`src/rtl/mte_pkg.sv`:
```
// shared types and character codes for the markup text escaper
// no dependencies
`default_nettype none

package mte_pkg;

  localparam int unsigned SEQ_MAX = 6;
  localparam int unsigned LEN_W   = 3;

  localparam logic [7:0] CH_AMP   = 8'h26;
  localparam logic [7:0] CH_LT    = 8'h3c;
  localparam logic [7:0] CH_GT    = 8'h3e;
  localparam logic [7:0] CH_QUOT  = 8'h22;
  localparam logic [7:0] CH_HASH  = 8'h23;
  localparam logic [7:0] CH_SEMI  = 8'h3b;
  localparam logic [7:0] CH_ZERO  = 8'h30;
  localparam logic [7:0] CH_SPACE = 8'h20;
  localparam logic [7:0] CH_TAB   = 8'h09;
  localparam logic [7:0] CH_LF    = 8'h0a;
  localparam logic [7:0] CH_CR    = 8'h0d;
  localparam logic [7:0] CH_NUL   = 8'h00;
  localparam logic [7:0] CH_A     = 8'h61;
  localparam logic [7:0] CH_G     = 8'h67;
  localparam logic [7:0] CH_L     = 8'h6c;
  localparam logic [7:0] CH_M     = 8'h6d;
  localparam logic [7:0] CH_O     = 8'h6f;
  localparam logic [7:0] CH_P     = 8'h70;
  localparam logic [7:0] CH_Q     = 8'h71;
  localparam logic [7:0] CH_T     = 8'h74;
  localparam logic [7:0] CH_U     = 8'h75;

  // one escaped sequence: bytes in order from index 0, len of zero means nothing to send
  typedef struct packed {
    logic [SEQ_MAX-1:0][7:0] bytes;
    logic [LEN_W-1:0]        len;
  } seq_t;

endpackage

`default_nettype wire

```
`src/rtl/markup_text_escaper.sv`:
```
// markup text escaper: turns text bytes into entity-escaped output bytes
// depends on mte_pkg, mte_classify, mte_emitter
//
// usage
// - text channel: text_valid / text_stall carry one text_byte per beat
// - escaped channel: escaped_valid / escaped_stall carry out_byte and
//   last_of_run, one output byte per beat; last_of_run marks the final
//   byte of the run that one text byte produced (one to six bytes)
// - a zero text byte is the string terminator: taken, produces no beats
// - cfg_we writes cfg_data into attribute_mode (0 element text, 1 attribute
//   value); write it only while nothing is in flight
// - the first output byte passes the input register and then the result
//   register before it is offered on the escaped channel
// - throughput: one text byte per cycle while each maps to one output byte
//   and the output does not stall; a byte expanding to n output bytes holds
//   the single result register until all n are taken, which sets the rate
// - the input register keeps taking one more byte while the output stalls
// - reset (rst, synchronous) empties both stages and selects text mode
`default_nettype none

module markup_text_escaper (
  input  wire logic       clk,
  input  wire logic       rst,
  input  wire logic       cfg_we,
  input  wire logic       cfg_data,
  input  wire logic       text_valid,
  output logic            text_stall,
  input  wire logic [7:0] text_byte,
  output logic            escaped_valid,
  input  wire logic       escaped_stall,
  output logic      [7:0] out_byte,
  output logic            last_of_run
);

  // escaping mode register
  logic attribute_mode;

  // input register
  logic       in_full;
  logic [7:0] in_byte;

  mte_pkg::seq_t seq;
  logic          can_load;
  logic          load;

  always_ff @(posedge clk) begin
    if (rst) begin
      attribute_mode <= 1'b0;
    end else if (cfg_we) begin
      attribute_mode <= cfg_data;
    end
  end

  // held byte moves on when the result stage frees up this cycle
  assign load       = in_full && can_load;
  assign text_stall = in_full && !can_load;

  always_ff @(posedge clk) begin
    if (rst) begin
      in_full <= 1'b0;
    end else if (text_valid && !text_stall) begin
      in_full <= 1'b1;
    end else if (load) begin
      in_full <= 1'b0;
    end
  end

  always_ff @(posedge clk) begin
    if (text_valid && !text_stall) begin
      in_byte <= text_byte;
    end
  end

  // escape lookup between input and result registers
  mte_classify u_classify (
    .text_byte      (in_byte),
    .attribute_mode (attribute_mode),
    .seq            (seq)
  );

  // result register and byte sequencer
  mte_emitter u_emitter (
    .clk           (clk),
    .rst           (rst),
    .load          (load),
    .seq_in        (seq),
    .can_load      (can_load),
    .escaped_valid (escaped_valid),
    .escaped_stall (escaped_stall),
    .out_byte      (out_byte),
    .last_of_run   (last_of_run)
  );

endmodule

`default_nettype wire

```
`src/rtl/mte_classify.sv`:
```
// maps one text byte and the escaping mode to its output sequence
// depends on mte_pkg
`default_nettype none

module mte_classify (
  input  wire logic        [7:0] text_byte,
  input  wire logic              attribute_mode,
  output mte_pkg::seq_t          seq
);

  logic       ctrl_escape;
  logic [7:0] tens;
  logic [7:0] ones;

  // decimal split of a control byte, value below 32
  always_comb begin
    if (text_byte >= 8'd30) begin
      tens = 8'd3;
      ones = text_byte - 8'd30;
    end else if (text_byte >= 8'd20) begin
      tens = 8'd2;
      ones = text_byte - 8'd20;
    end else if (text_byte >= 8'd10) begin
      tens = 8'd1;
      ones = text_byte - 8'd10;
    end else begin
      tens = 8'd0;
      ones = text_byte;
    end
  end

  assign ctrl_escape = (text_byte < mte_pkg::CH_SPACE) && (text_byte != mte_pkg::CH_TAB) &&
                       (((text_byte != mte_pkg::CH_LF) && (text_byte != mte_pkg::CH_CR)) ||
                        attribute_mode);

  always_comb begin
    seq.bytes    = '0;
    seq.len      = mte_pkg::LEN_W'(1);
    seq.bytes[0] = text_byte;
    if (text_byte == mte_pkg::CH_NUL) begin
      // terminator: nothing to send
      seq.len = '0;
    end else if (text_byte == mte_pkg::CH_AMP) begin
      seq.bytes[0] = mte_pkg::CH_AMP;
      seq.bytes[1] = mte_pkg::CH_A;
      seq.bytes[2] = mte_pkg::CH_M;
      seq.bytes[3] = mte_pkg::CH_P;
      seq.bytes[4] = mte_pkg::CH_SEMI;
      seq.len      = mte_pkg::LEN_W'(5);
    end else if (text_byte == mte_pkg::CH_LT || text_byte == mte_pkg::CH_GT) begin
      seq.bytes[0] = mte_pkg::CH_AMP;
      seq.bytes[1] = (text_byte == mte_pkg::CH_LT) ? mte_pkg::CH_L : mte_pkg::CH_G;
      seq.bytes[2] = mte_pkg::CH_T;
      seq.bytes[3] = mte_pkg::CH_SEMI;
      seq.len      = mte_pkg::LEN_W'(4);
    end else if (text_byte == mte_pkg::CH_QUOT && attribute_mode) begin
      seq.bytes[0] = mte_pkg::CH_AMP;
      seq.bytes[1] = mte_pkg::CH_Q;
      seq.bytes[2] = mte_pkg::CH_U;
      seq.bytes[3] = mte_pkg::CH_O;
      seq.bytes[4] = mte_pkg::CH_T;
      seq.bytes[5] = mte_pkg::CH_SEMI;
      seq.len      = mte_pkg::LEN_W'(6);
    end else if (ctrl_escape) begin
      seq.bytes[0] = mte_pkg::CH_AMP;
      seq.bytes[1] = mte_pkg::CH_HASH;
      seq.bytes[2] = mte_pkg::CH_ZERO + tens;
      seq.bytes[3] = mte_pkg::CH_ZERO + ones;
      seq.bytes[4] = mte_pkg::CH_SEMI;
      seq.len      = mte_pkg::LEN_W'(5);
    end
  end

endmodule

`default_nettype wire

```
`src/rtl/mte_emitter.sv`:
```
// result register holding one escaped sequence, sent one byte per beat
// depends on mte_pkg
`default_nettype none

module mte_emitter (
  input  wire logic                clk,
  input  wire logic                rst,
  input  wire logic                load,
  input  wire mte_pkg::seq_t       seq_in,
  output logic                     can_load,
  output logic                     escaped_valid,
  input  wire logic                escaped_stall,
  output logic               [7:0] out_byte,
  output logic                     last_of_run
);

  mte_pkg::seq_t                  seq;
  logic [mte_pkg::LEN_W-1:0]      idx;
  logic                           busy;
  logic                           beat;

  assign escaped_valid = busy;
  assign out_byte      = seq.bytes[idx];
  assign last_of_run   = (idx == seq.len - mte_pkg::LEN_W'(1));
  assign beat          = busy && !escaped_stall;
  assign can_load      = !busy || (beat && last_of_run);

  always_ff @(posedge clk) begin
    if (rst) begin
      busy <= 1'b0;
      idx  <= '0;
    end else if (load) begin
      // zero length sequence leaves the stage empty
      busy <= (seq_in.len != '0);
      idx  <= '0;
    end else if (beat && last_of_run) begin
      busy <= 1'b0;
      idx  <= '0;
    end else if (beat) begin
      idx <= idx + mte_pkg::LEN_W'(1);
    end
  end

  always_ff @(posedge clk) begin
    if (load) begin
      seq <= seq_in;
    end
  end

`ifndef SYNTH
  a_len_nonzero: assert property (@(posedge clk) disable iff (rst)
    busy |-> (seq.len != '0))
    else $error("busy with empty sequence");

  a_idx_in_range: assert property (@(posedge clk) disable iff (rst)
    busy |-> (idx < seq.len))
    else $error("byte index past sequence end");

  a_idx_step: assert property (@(posedge clk) disable iff (rst)
    (beat && !last_of_run) |=> (idx == $past(idx) + mte_pkg::LEN_W'(1)))
    else $error("byte index did not advance");

  a_fresh_after_last: assert property (@(posedge clk) disable iff (rst)
    (beat && last_of_run) |=> (idx == '0))
    else $error("new sequence does not start at first byte");
`endif

endmodule

`default_nettype wire
```
`config.mk`:
```
export PLATFORM = sky130hd
export DESIGN_NAME = markup_text_escaper
export DESIGN_NICKNAME = d
export VERILOG_FILES = /design/src/rtl/mte_pkg.sv /design/src/rtl/markup_text_escaper.sv /design/src/rtl/mte_classify.sv /design/src/rtl/mte_emitter.sv
export SDC_FILE = /design/constraint.sdc
export NUM_CORES = 1
export LEC_CHECK = 0
export ABC_AREA = 1
export CAP_MARGIN = 20
export CORE_UTILIZATION = 65
export CTS_BUF_LIST = sky130_fd_sc_hd__clkbuf_8
export DETAILED_ROUTE_END_ITERATION = 8
export DONT_BUFFER_PORTS = 1
export HOLD_SLACK_MARGIN = 0.05
export PLACE_DENSITY_LB_ADDON = 0.12
export SYNTH_ARGS = -nofsm -noshare
export SYNTH_HDL_FRONTEND = slang
export SYNTH_SLANG_ARGS = --single-unit
```
`constraint.sdc`:
```
create_clock -name clk -period 3.75 [get_ports clk]
set_input_delay 0.75 -clock clk [delete_from_list [all_inputs] [get_ports clk]]
set_output_delay 0.75 -clock clk [all_outputs]
set_load 0.01 [all_outputs]
```
==> impl_metrics.yaml <==
clock_tree:
  cts_root_buffer: "clkbuf_8"
  cts_hold_buffers: 0
  clockBufferDepth: 2
  numCtsBuffers: 5
  cts_setup_buffers: 0
  clock-sinks: 47
  clk_pin_slew_ns: 0.09
  clk_latency_ns: 0.31
  cts-resized-gates: 0
  htreeDepth: 2
  tritoncts: "done"
floorplanning:
  initial_utilization_pct: 69.2
  die_y_um: 68.0
  die_w_um: 68.0
  ioPinCount: 25
  coreArea_um2: 4090
  placementRows: 23
  die-area_um2: 4620
timing:
  setup_viol: 0
  slew-limit-headroom_pct: 68.0
  hold_violations: 0
  worst_slew_pin_slew_ns: 0.480
  rsz0062_at_grt: "no"
  timing.setup.tns_ns: 0
  period_share_pct: 71.9
  finalClockSkew_ns: 0.0103
  fmax_mhz: 371
  layout_min_cycle_time_ns: 2.70
  slew_viol_final: 0
run_status:
  run_status: "finished, final reports clean"
worst_setup_path:
  setup.worst_path.class: "register to primary output"
  critPathCaptureType: "primary output"
  startpoint_type: "register"
  crit_arrival_ns: 1.95
  required_ns: 3.00
  critPathMaxFanout: 3
yosys:
  yosys_register_bits: 47
  yosysUniqueCellTypes: 37
  synth_common_cells: "nand2_1, inv_1, edfxtp_1"
  synth_area_um2: 2830
  syn_inst: 327
  netlist_top_cells_area: "edfxtp_1, nand2_1, inv_1, ha_1, nand3_1"
  synth_edf_count: 41
  synth_top_area_cell: "edfxtp_1"
  synth_flop_cell: "edfxtp_1"
  avgSynthCellArea_um2: 8.65
  yosysWarnings: 0
  ys_seq_area_share_pct: 47.8
  yosysTopAreaCellShare_pct: 43.5
  syn_nets: 352
  async_reset_ff_share_pct: 0
  yosysMostFrequentCell: "nand2_1"
drt:
  drtIter0Drc: 183
  num_vias: 2169
  wl_per_cell_um: 15.2
  routed_wl_mm: 5.75
  ant_nets: 0
  firstDrtPassIters: 5
  viasPerCell: 5.75
  drc: 0
place:
  io_buffers: 0
  globalplace.congestion: 1.01
  hpwl_mm: 4.39
  place_area_um2: 2860
global_route:
  grt_pass1_wl_mm: 8.61
  grt_max_degree: 34
  grt_overflow: 0
  track_usage_pct: 26.5
  grt_pass1_vias: 1826
  antenna_found_initial: 0
pwr:
  peakVddDrop_v: 0.000334
  leakage_nw: 1.35
  p_per_area_nw_per_um2: 388
finish:
  syn_to_final_growth_pct: 4.78
  fin_nets: 352
  drive_gt1_share_pct: 11.0
  antenna_cells: 0
  final_cell_area_um2: 2960
flow_run:
  max-cap-violations: 0
hold_path:
  hold_path_class: "register to register"
==> metal layers <==
metal	part of all wire (%)	vias up	track usage [%]	wire length, um
met1	43	989	33.4	2490
met3	5.8	12	4.50	331
li1	-	1078	-	-
met4	2.3	0	10.9	134
met2	49	90	44.9	2800
met5	0	-	0	0
==> power breakdown <==
group / total [mW] / switching [mW] / internal (mW)
Combinational: 0.161 / 0.108 / 0.0527
Sequential: 0.622 / 0.0208 / 0.601
Clock: 0.368 / 0.173 / 0.195
Total: 1.15 / 0.302 / 0.849
==> cells in the final DEF (no fill, tap or decap), types with 2 or more instances in the layout <==
master	n
nand2_1	76
inv_1	44
edfxtp_1	41
nand3_1	25
a21oi_1	23
nor2_1	22
xor2_1	11
ha_1	11
o21ai_0	10
inv_2	6
dfxtp_1	6
nand2_2	5
clkbuf_8	5
nand3_2	4
nor2_2	4
a221o_1	4
nor3_1	3
xnor2_1	2
nand2_4	2
clkinv_1	2
o21ai_1	2
a31oi_1	2
o211ai_1	2
buf_4	2
==> path summary, 6_finish.rpt <==
kind | from | end | slack (ns) | cells after the start
max | u_emitter.seq[0] | text_stall | 1.05 | 9
min | in_full | u_emitter.escaped_valid | 0.48 | 2
min reg2reg | in_full | u_emitter.escaped_valid | 0.48 | 2
max reg2reg | in_byte[1] | u_emitter.seq[33] | 1.36 | 13
==> sequential cells by signal, indices dropped and copies added, names as in the netlist <==
name,cells
in_full,1
attribute_mode,1
u_emitter.escaped_valid,1
u_emitter.seq,33
in_byte,8
u_emitter.idx,3
==> metrics by stage <==
stage               hold slack, ns  setup slack [ns]  utilization (%)  power [mW]  cells
CTS                          0.482              1.04             72.5        1.14    377
finish                       0.477              1.05             72.5        1.15    377
global route                 0.496             0.816             72.5        1.19    377
floorplan                    0.452             0.607                -       0.757    327
global placement             0.461              1.42             69.9       0.788    370
detailed placement           0.470              1.36             69.9       0.792    370
==> area by class of cell <==
cell class	instances	area, um^2
clock buffers	5	68.8
clock inverters	2	37.5
fillers	316	1120
inverters	53	201
multi-input cells	218	1230
flip-flops and latches	47	1350
well taps	50	62.6
repair buffers	2	15.0
==> worst max-delay path, cell delays in order, from the launching register on <==
cell and delay [ns]:
edfxtp_1 0.38, inv_1 0.06, ha_1 0.32, xnor2_1 0.15, and3b_1 0.32, nand2_1 0.09, nand2_1 0.08, inv_1 0.06
nand2_1 0.09, inv_1 0.08
==> logic make-up (layout without fill, tap and decap cells) <==
kind of cell	after synthesis	in the layout	share of synthesized area (%)
simple gates	147	147	24.5
buf+inv	62	62	8.94
flops	47	47	47.8
compound gates	47	47	9.87
fa+ha+maj	11	11	4.87
xor+xnor	13	13	4.03
(Power assumes the default switching activity.)
